--- config.mk ---
export PLATFORM = sky130hd
export DESIGN_NAME = ppg_beat_trough_detector
export DESIGN_NICKNAME = d
export VERILOG_FILES = /design/src/rtl/core/pbtd_pkg.sv /design/src/rtl/core/ppg_beat_trough_detector.sv /design/src/rtl/core/pbtd_cfg_regs.sv /design/src/rtl/core/pbtd_dc_track.sv /design/src/rtl/core/pbtd_beat_detect.sv
export SDC_FILE = /design/constraint.sdc
export NUM_CORES = 2
export LEC_CHECK = 0
export BUFFER_PORTS_ARGS = -buffer_cell sky130_fd_sc_hd__buf_2
export CORE_ASPECT_RATIO = 0.9
export CORE_UTILIZATION = 55
export DETAILED_ROUTE_END_ITERATION = 8
export MAX_ROUTING_LAYER = met4
export PLACE_DENSITY = 0.71
export REMOVE_ABC_BUFFERS = 1
export SKIP_CTS_REPAIR_TIMING = 1
export SLEW_MARGIN = 25
export SYNTH_ARGS = -nofsm -noshare
export SYNTH_HDL_FRONTEND = slang
export SYNTH_SLANG_ARGS = --single-unit
--- constraint.sdc ---
create_clock -name clk_i -period 25.8 [get_ports clk_i]
set_clock_uncertainty 0.05 [all_clocks]
set_input_delay 3.87 -clock clk_i [delete_from_list [all_inputs] [get_ports clk_i]]
set_output_delay 3.87 -clock clk_i [all_outputs]
set_load 0.005 [all_outputs]
--- src/rtl/core/pbtd_pkg.sv ---
// Shared constants, register indexes and types for the PPG beat trough detector.
package pbtd_pkg;

  localparam int unsigned SAMPLE_BITS = 18;
  localparam int unsigned FRAC_BITS   = 16;
  localparam int unsigned ALPHA_BITS  = 16;
  localparam int unsigned WL_BITS     = 10;
  localparam int unsigned THR_BITS    = 19;
  localparam int unsigned REF_BITS    = 8;
  localparam int unsigned AC_BITS     = 19;

  // DC level is unsigned QSAMPLE.FRAC; AC values carry two guard bits for the sign.
  localparam int unsigned DC_BITS     = SAMPLE_BITS + FRAC_BITS;
  localparam int unsigned ACF_BITS    = DC_BITS + 2;
  localparam int unsigned ACI_BITS    = ACF_BITS - FRAC_BITS;
  localparam int unsigned PROD_BITS   = DC_BITS + ALPHA_BITS;

  localparam int unsigned IN_TDATA_W  = 24;
  localparam int unsigned OUT_TDATA_W = 24;
  localparam int unsigned CFG_IDX_W   = 3;
  localparam int unsigned CFG_DATA_W  = 19;

  localparam logic [ALPHA_BITS-1:0]      ALPHA_FAST_RST = ALPHA_BITS'(3277);
  localparam logic [ALPHA_BITS-1:0]      ALPHA_SLOW_RST = ALPHA_BITS'(66);
  localparam logic [WL_BITS-1:0]         WARMUP_LEN_RST = WL_BITS'(200);
  localparam logic signed [THR_BITS-1:0] TROUGH_THR_RST = -THR_BITS'(500);
  localparam logic [REF_BITS-1:0]        REFRACT_RST    = REF_BITS'(40);

  localparam logic signed [ACI_BITS-1:0] AC_MAX = ACI_BITS'((2 ** (AC_BITS - 1)) - 1);
  localparam logic signed [ACI_BITS-1:0] AC_MIN = -AC_MAX;

  typedef enum logic [CFG_IDX_W-1:0] {
    CFG_ALPHA_FAST  = 3'd0,
    CFG_ALPHA_SLOW  = 3'd1,
    CFG_WARMUP_LEN  = 3'd2,
    CFG_TROUGH_THR  = 3'd3,
    CFG_REFRACT_LEN = 3'd4
  } cfg_idx_e;

  typedef struct packed {
    logic [ALPHA_BITS-1:0]      alpha_fast;
    logic [ALPHA_BITS-1:0]      alpha_slow;
    logic [WL_BITS-1:0]         warmup_len;
    logic signed [THR_BITS-1:0] trough_threshold;
    logic [REF_BITS-1:0]        refractory_len;
  } cfg_t;

  // Level tracker result handed to the beat test.
  typedef struct packed {
    logic signed [ACF_BITS-1:0] ac;
    logic                       warm;
  } dc_res_t;

endpackage

--- src/rtl/core/ppg_beat_trough_detector.sv ---
// Top level: input register, level tracker, beat test and result register.
// An accepted sample passes the input register, then the result register.
// Throughput: one sample per cycle while m_axis_tready keeps the result moving;
// the IIR multiply-accumulate and the beat test are combinational between the two.
// Reset (rst_ni, asynchronous, active low) clears the DC level, warmup count,
// previous AC and refractory count, and loads the register defaults.
module ppg_beat_trough_detector (
  input  logic                                clk_i,
  input  logic                                rst_ni,
  input  logic                                s_axis_tvalid,
  output logic                                s_axis_tready,
  // [17:0] ir_sample, [23:18] zero
  input  logic [pbtd_pkg::IN_TDATA_W-1:0]     s_axis_tdata,
  output logic                                m_axis_tvalid,
  input  logic                                m_axis_tready,
  // [0] beat, [19:1] ac_level, [20] warmed_up, [23:21] zero
  output logic [pbtd_pkg::OUT_TDATA_W-1:0]    m_axis_tdata,
  input  logic                                cfg_valid_i,
  output logic                                cfg_ready_o,
  input  logic [pbtd_pkg::CFG_IDX_W-1:0]      cfg_index_i,
  input  logic [pbtd_pkg::CFG_DATA_W-1:0]     cfg_data_i
);
  import pbtd_pkg::*;

  cfg_t                     cfg;
  dc_res_t                  dc_res;
  logic                     in_vld_q;
  logic [SAMPLE_BITS-1:0]   sample_q;
  logic                     out_vld_q;
  logic                     beat;
  logic signed [AC_BITS-1:0] ac_level;
  logic                     beat_q;
  logic [AC_BITS-1:0]       ac_level_q;
  logic                     warm_q;
  logic                     adv;
  logic                     in_take;

  // Advance the held sample when the result register is free or being drained
  assign adv           = in_vld_q && (!out_vld_q || m_axis_tready);
  assign s_axis_tready = !in_vld_q || adv;
  assign in_take       = s_axis_tvalid && s_axis_tready;

  always_ff @(posedge clk_i or negedge rst_ni) begin
    if (!rst_ni) begin
      in_vld_q  <= 1'b0;
      out_vld_q <= 1'b0;
    end else begin
      if (s_axis_tready) begin
        in_vld_q <= s_axis_tvalid;
      end
      if (adv) begin
        out_vld_q <= 1'b1;
      end else if (m_axis_tready) begin
        out_vld_q <= 1'b0;
      end
    end
  end

  always_ff @(posedge clk_i) begin
    if (in_take) begin
      sample_q <= s_axis_tdata[SAMPLE_BITS-1:0];
    end
    if (adv) begin
      beat_q     <= beat;
      ac_level_q <= ac_level;
      warm_q     <= dc_res.warm;
    end
  end

  pbtd_cfg_regs u_cfg (
    .clk_i       (clk_i),
    .rst_ni      (rst_ni),
    .cfg_valid_i (cfg_valid_i),
    .cfg_ready_o (cfg_ready_o),
    .cfg_index_i (cfg_index_i),
    .cfg_data_i  (cfg_data_i),
    .cfg_o       (cfg)
  );

  pbtd_dc_track u_dc (
    .clk_i    (clk_i),
    .rst_ni   (rst_ni),
    .adv_i    (adv),
    .sample_i (sample_q),
    .cfg_i    (cfg),
    .res_o    (dc_res)
  );

  pbtd_beat_detect u_beat (
    .clk_i      (clk_i),
    .rst_ni     (rst_ni),
    .adv_i      (adv),
    .res_i      (dc_res),
    .cfg_i      (cfg),
    .beat_o     (beat),
    .ac_level_o (ac_level)
  );

  assign m_axis_tvalid = out_vld_q;
  assign m_axis_tdata  = {(OUT_TDATA_W-AC_BITS-2)'(0), warm_q, ac_level_q, beat_q};

endmodule

--- src/rtl/core/pbtd_cfg_regs.sv ---
// Configuration register bank written through the index/data request channel.
module pbtd_cfg_regs (
  input  logic                           clk_i,
  input  logic                           rst_ni,
  input  logic                           cfg_valid_i,
  output logic                           cfg_ready_o,
  input  logic [pbtd_pkg::CFG_IDX_W-1:0]  cfg_index_i,
  input  logic [pbtd_pkg::CFG_DATA_W-1:0] cfg_data_i,
  output pbtd_pkg::cfg_t                 cfg_o
);
  import pbtd_pkg::*;

  cfg_t cfg_q, cfg_d;

  assign cfg_ready_o = 1'b1;

  always_comb begin
    cfg_d = cfg_q;
    if (cfg_valid_i) begin
      case (cfg_idx_e'(cfg_index_i))
        CFG_ALPHA_FAST:  cfg_d.alpha_fast       = cfg_data_i[ALPHA_BITS-1:0];
        CFG_ALPHA_SLOW:  cfg_d.alpha_slow       = cfg_data_i[ALPHA_BITS-1:0];
        CFG_WARMUP_LEN:  cfg_d.warmup_len       = cfg_data_i[WL_BITS-1:0];
        CFG_TROUGH_THR:  cfg_d.trough_threshold = $signed(cfg_data_i[THR_BITS-1:0]);
        CFG_REFRACT_LEN: cfg_d.refractory_len   = cfg_data_i[REF_BITS-1:0];
        default: ; // drop writes beyond the register list
      endcase
    end
  end

  always_ff @(posedge clk_i or negedge rst_ni) begin
    if (!rst_ni) begin
      cfg_q.alpha_fast       <= ALPHA_FAST_RST;
      cfg_q.alpha_slow       <= ALPHA_SLOW_RST;
      cfg_q.warmup_len       <= WARMUP_LEN_RST;
      cfg_q.trough_threshold <= TROUGH_THR_RST;
      cfg_q.refractory_len   <= REFRACT_RST;
    end else begin
      cfg_q <= cfg_d;
    end
  end

  assign cfg_o = cfg_q;

endmodule

--- src/rtl/core/pbtd_dc_track.sv ---
// DC level IIR tracker with warmup counter; produces the full-precision AC value.
module pbtd_dc_track (
  input  logic                             clk_i,
  input  logic                             rst_ni,
  input  logic                             adv_i,
  input  logic [pbtd_pkg::SAMPLE_BITS-1:0] sample_i,
  input  pbtd_pkg::cfg_t                   cfg_i,
  output pbtd_pkg::dc_res_t                res_o
);
  import pbtd_pkg::*;

  logic [DC_BITS-1:0]   dc_q, dc_d;
  logic [WL_BITS-1:0]   cnt_q, cnt_d;
  logic [WL_BITS-1:0]   len;
  logic [WL_BITS:0]     cnt_inc;
  logic                 first;
  logic                 warm;
  logic [DC_BITS-1:0]   x;
  logic                 above;
  logic [DC_BITS-1:0]   mag;
  logic [ALPHA_BITS-1:0] alpha;
  logic [PROD_BITS-1:0] prod;
  logic [PROD_BITS:0]   prod_rnd;

  assign len     = (cfg_i.warmup_len == '0) ? WL_BITS'(1) : cfg_i.warmup_len;
  assign first   = (cnt_q == '0);
  assign cnt_inc = {1'b0, cnt_q} + (WL_BITS+1)'(1);
  // Clamp to the length so that a lowered length takes effect at once
  assign cnt_d   = (cnt_inc > {1'b0, len}) ? len : cnt_inc[WL_BITS-1:0];
  assign warm    = (cnt_d >= len);

  assign x        = {sample_i, {FRAC_BITS{1'b0}}};
  assign above    = (x >= dc_q);
  assign mag      = above ? (x - dc_q) : (dc_q - x);
  assign alpha    = warm ? cfg_i.alpha_slow : cfg_i.alpha_fast;
  assign prod     = PROD_BITS'(mag) * PROD_BITS'(alpha);
  // Round the downward step up so the level moves by floor of the signed step
  assign prod_rnd = {1'b0, prod} + (PROD_BITS+1)'((2 ** ALPHA_BITS) - 1);

  always_comb begin
    if (first) begin
      dc_d = x;
    end else if (above) begin
      dc_d = dc_q + prod[PROD_BITS-1:ALPHA_BITS];
    end else begin
      dc_d = dc_q - prod_rnd[PROD_BITS-1:ALPHA_BITS];
    end
  end

  always_ff @(posedge clk_i or negedge rst_ni) begin
    if (!rst_ni) begin
      dc_q  <= '0;
      cnt_q <= '0;
    end else if (adv_i) begin
      dc_q  <= dc_d;
      cnt_q <= cnt_d;
    end
  end

  assign res_o.ac   = $signed({2'b00, x}) - $signed({2'b00, dc_d});
  assign res_o.warm = warm;

endmodule

--- src/rtl/core/pbtd_beat_detect.sv ---
// Trough recovery test with refractory lockout and integer AC output.
module pbtd_beat_detect (
  input  logic                                clk_i,
  input  logic                                rst_ni,
  input  logic                                adv_i,
  input  pbtd_pkg::dc_res_t                   res_i,
  input  pbtd_pkg::cfg_t                      cfg_i,
  output logic                                beat_o,
  output logic signed [pbtd_pkg::AC_BITS-1:0] ac_level_o
);
  import pbtd_pkg::*;

  logic signed [ACF_BITS-1:0] prev_ac_q;
  logic [REF_BITS-1:0]        refr_q, refr_d;
  logic signed [ACF_BITS-1:0] thr;
  logic signed [ACI_BITS-1:0] ac_int;
  logic                       hit;

  assign thr = $signed({{(ACF_BITS-THR_BITS-FRAC_BITS){cfg_i.trough_threshold[THR_BITS-1]}},
                        cfg_i.trough_threshold, {FRAC_BITS{1'b0}}});
  assign hit = (prev_ac_q < thr) && (res_i.ac > prev_ac_q);

  always_comb begin
    refr_d = refr_q;
    beat_o = 1'b0;
    if (res_i.warm) begin
      if (refr_q != '0) begin
        refr_d = refr_q - REF_BITS'(1);
      end else if (hit) begin
        beat_o = 1'b1;
        refr_d = cfg_i.refractory_len;
      end
    end
  end

  always_ff @(posedge clk_i or negedge rst_ni) begin
    if (!rst_ni) begin
      prev_ac_q <= '0;
      refr_q    <= '0;
    end else if (adv_i) begin
      prev_ac_q <= res_i.ac;
      refr_q    <= refr_d;
    end
  end

  // Arithmetic shift floors toward minus infinity
  assign ac_int = res_i.ac[ACF_BITS-1:FRAC_BITS];

  always_comb begin
    if (ac_int > AC_MAX) begin
      ac_level_o = AC_MAX[AC_BITS-1:0];
    end else if (ac_int < AC_MIN) begin
      ac_level_o = AC_MIN[AC_BITS-1:0];
    end else begin
      ac_level_o = ac_int[AC_BITS-1:0];
    end
  end

endmodule

==> impl_metrics.yaml <==
status:
  run_status: "complete, no violations"
worst_setup_path:
  crit_path_end_kind: "register"
  critical_path.reg2reg.endpoint: "u_beat.refr_q[1]$_DFFE_PN0P_"
  critPathMostFrequentCell: "sky130_fd_sc_hd__ha_1"
  reg2reg_slack_ps: 3610
  critical_path.reg2reg.startpoint: "u_dc.cnt_q[0]$_DFFE_PN0P_"
  arrival_ps: 22480
  critical-path-top-delay-family: "compound AO/OA/AOI/OAI gates"
  critical_path.max_fanout: 34
  required_time_of_the_critical_path_ps: 26090
  worst_setup_path_startpoint: "u_dc.cnt_q[0]$_DFFE_PN0P_"
  crit_path_start_kind: "register"
  critPathSlowestCell: "sky130_fd_sc_hd__mux2_2"
  worst-path-buf-inv: 8
  reg2reg_depth: 84
  worst-setup-path-type: "reg -> reg"
  crit_path_max_incr_delay_ps: 950
floorplanning:
  top_level_ports: 78
  fp.coreArea_um2: 60000
  dieWidth_um: 262
  dieArea_um2: 61700
  initial_core_util: 0.557
  die_span_y_um: 236
  floorplan.rows: 85
route:
  drtIter0Drc: 2166
  drt_pass1_iterations: 6
  finalWirelength_mm: 88.8
  drc_errors: 0
  vias_per_cell: 5.76
  drtAntennaViolNets: 0
  route.vias.total: 27051
  wire_per_inst_um: 18.9
clocking:
  cts_num_sinks: 196
  tritoncts: "done"
  ctsHtreeMaxLevel: 4
  clock_latency_ps: 460
  inserted_clock_buffers: 17
  worst_setup_hold_path_clk_slew_ps: 80
  clock_tree.root_cell: "sky130_fd_sc_hd__clkbuf_16"
  clk_path_buf_depth: 2
layout:
  finish.net_count: 4681
  layout.cells.most_common_list: "sky130_fd_sc_hd__inv_1 (655), sky130_fd_sc_hd__nand2_1 (556), sky130_fd_sc_hd__fa_1 (448)"
  layout.cells.most_common: "sky130_fd_sc_hd__inv_1"
  drive_above_1_share: 0.0880
  areaGrowthSynthToFinish_pct: 5.68
  n_fill_cell: 5446
placement:
  buffer_ports.inserted: 67
  hpwl_mm: 69.2
  gp_congestion: 0.955
yosys:
  netlist_instances: 3898
  ys_dominant_reg_cell: "sky130_fd_sc_hd__dfrtp_1"
  synth-compound-area-share: 0.117
  avgSynthCellArea_um2: 8.57
  synth_simple_gate_area_frac: 0.172
  synth_xor_xnor_area_share: 0.0484
  post_synth_mux_area_share: 0.0407
  synth_warnings: 0
  synth-adder-area-share: 0.376
  synth_enable_flop_cells: 39
  ys_async_sr_fraction: 0.801
  synth_cell_type_count: 103
  ys_seq_area_frac: 0.154
  synth_top_family_by_area: "adder cells"
  synthesis.area_um2: 33400
  yosys_register_bits: 196
timing:
  final_hold_vios: 0
  timing.max_slew.rel_slack: 0.280
  finalWorstPathRequiredPeriod_ps: 22190
  final-setup-viol-count: 0
  finalMaxSlewViolations: 0
  worst-slew-pin-transition_ps: 1080
  fmax_mhz: 45.1
  grt_setup_unrepaired: "no"
  setup_tns_ps: 0
  fin_crit_sh: 0.860
global_route:
  largest_net_degree_at_the_start_of_global_routing: 97
  grt.total_usage: 0.308
  grt_pass1_wl_mm: 145
  grt-ovfl-total: 0
  antenna_found_initial: 2
  via_count_of_the_first_global_routing_pass: 27130
worst_hold_path:
  min-delay-start: "u_beat.prev_ac_q[3]$_DFFE_PN0P_"
  path_class_of_the_lowest_slack_min_delay_path: "reg -> reg"
  worst_hold_path.endpoint: "u_beat.prev_ac_q[3]$_DFFE_PN0P_"
  whs_path_depth: 2
flow_run:
  cap_viol_max_count: 0
## cell type report
type / instances / area (um^2) / area share
Timing Repair Buffer: 133 / 837 / 0.0237
Multi-Input combinational cell: 2889 / 25300 / 0.716
Tap cell: 783 / 980 / 0.0277
Clock inverter: 12 / 120 / 0.00340
Inverter: 658 / 2470 / 0.0699
Antenna cell: 2 / 5.00 / 0.000142
Clock buffer: 20 / 489 / 0.0139
Sequential cell: 196 / 5130 / 0.145
## routing by layer
metal  share of wire  global-route usage  wire length, um  up-vias
li1                -                   -                -    12553
met1            0.45               0.428            39600    13478
met2            0.47               0.478            41400      859
met3           0.064              0.0420             5700      161
met4           0.024              0.0708             2090        0
met5               0                   -                0        -
## sequential cells by signal, indices dropped and copies added, names as in the netlist
signal            cells
ac_level_q           19
beat_q                1
in_vld_q              1
m_axis_tvalid         1
sample_q             18
u_beat.prev_ac_q     34
u_beat.refr_q         8
u_cfg.cfg_o          69
u_dc.cnt_q           10
u_dc.dc_q            34
warm_q                1
## worst reg2reg max path: cells and delay by family, from the launching register on
family                     cells  cell delay, ps
and+or+nand+nor               25            5030
buffers and inverters          8             970
adders and majority gates     14            5690
muxes                          2            1410
AOI/OAI and AO/OA             32            7940
xor gates and xnor gates       3             500
DFF                            1             490
## metrics by stage
stage | hold WS, ps | std cells | utilization | worst slack [ps] | instance area (um^2)
3_3_place_gp | 416 | 4659 | 0.578 | 4260 | 34700
6_report | 440 | 4693 | 0.589 | 3610 | 35300
2_1_floorplan | 399 | 3743 | - | 6260 | 32800
4_1_cts | 439 | 4691 | 0.588 | 3990 | 35300
3_5_place_dp | 421 | 4659 | 0.578 | 4140 | 34700
5_1_grt | 457 | 4693 | 0.589 | 2240 | 35300
## how the worst max path moves through the flow
| stage | endpoint | slack [ps] | depth (start not counted) |
|---|---|---|---|
| 6_report | u_beat.refr_q[1]$_DFFE_PN0P_ | 3610 | 84 |
| 2_1_floorplan | u_beat.refr_q[1]$_DFFE_PN0P_ | 6260 | 81 |
| 5_1_grt | u_beat.refr_q[1]$_DFFE_PN0P_ | 2240 | 86 |
| 3_5_place_dp | u_beat.refr_q[1]$_DFFE_PN0P_ | 4140 | 86 |
| 4_1_cts | u_beat.refr_q[1]$_DFFE_PN0P_ | 3990 | 84 |
| 3_3_place_gp | u_beat.refr_q[1]$_DFFE_PN0P_ | 4260 | 83 |
## kinds of logic (layout without fill, tap and decap cells)
kind of cell,after synthesis,in the layout
AO/OA/AOI/OAI,602,602
XOR/XNOR,182,182
adder cells (fa/ha/maj),735,735
buffers and inverters,815,823
flip-flops,196,196
multiplexers,124,124
other,2,6
AND/OR/NAND/NOR,1242,1242
## cells in the mapped netlist, drive strengths merged (13+ instances only)
cell type | count | area share
a211oi | 25 | 0.0059
a21o | 83 | 0.019
a21oi | 156 | 0.023
a31oi | 21 | 0.0039
and2 | 84 | 0.016
and3 | 24 | 0.0045
buf | 20 | 0.0033
clkbuf | 137 | 0.015
dfrtp | 131 | 0.098
dfstp | 26 | 0.020
edfxtp | 39 | 0.035
fa | 448 | 0.27
ha | 287 | 0.11
inv | 658 | 0.074
mux2 | 95 | 0.032
mux2i | 29 | 0.0087
nand2 | 557 | 0.063
nand2b | 24 | 0.0045
nand3 | 64 | 0.0096
nand4 | 38 | 0.0071
nor2 | 285 | 0.032
nor2b | 24 | 0.0045
nor3 | 46 | 0.0074
nor3b | 13 | 0.0034
o211ai | 13 | 0.0029
o21a | 22 | 0.0049
o21ai | 153 | 0.023
o21bai | 17 | 0.0038
or3 | 16 | 0.0030
xnor2 | 108 | 0.029
xor2 | 74 | 0.020
Power is not shown: default switching activity piles up to over one toggle a cycle in this logic, so the estimate is an artifact.
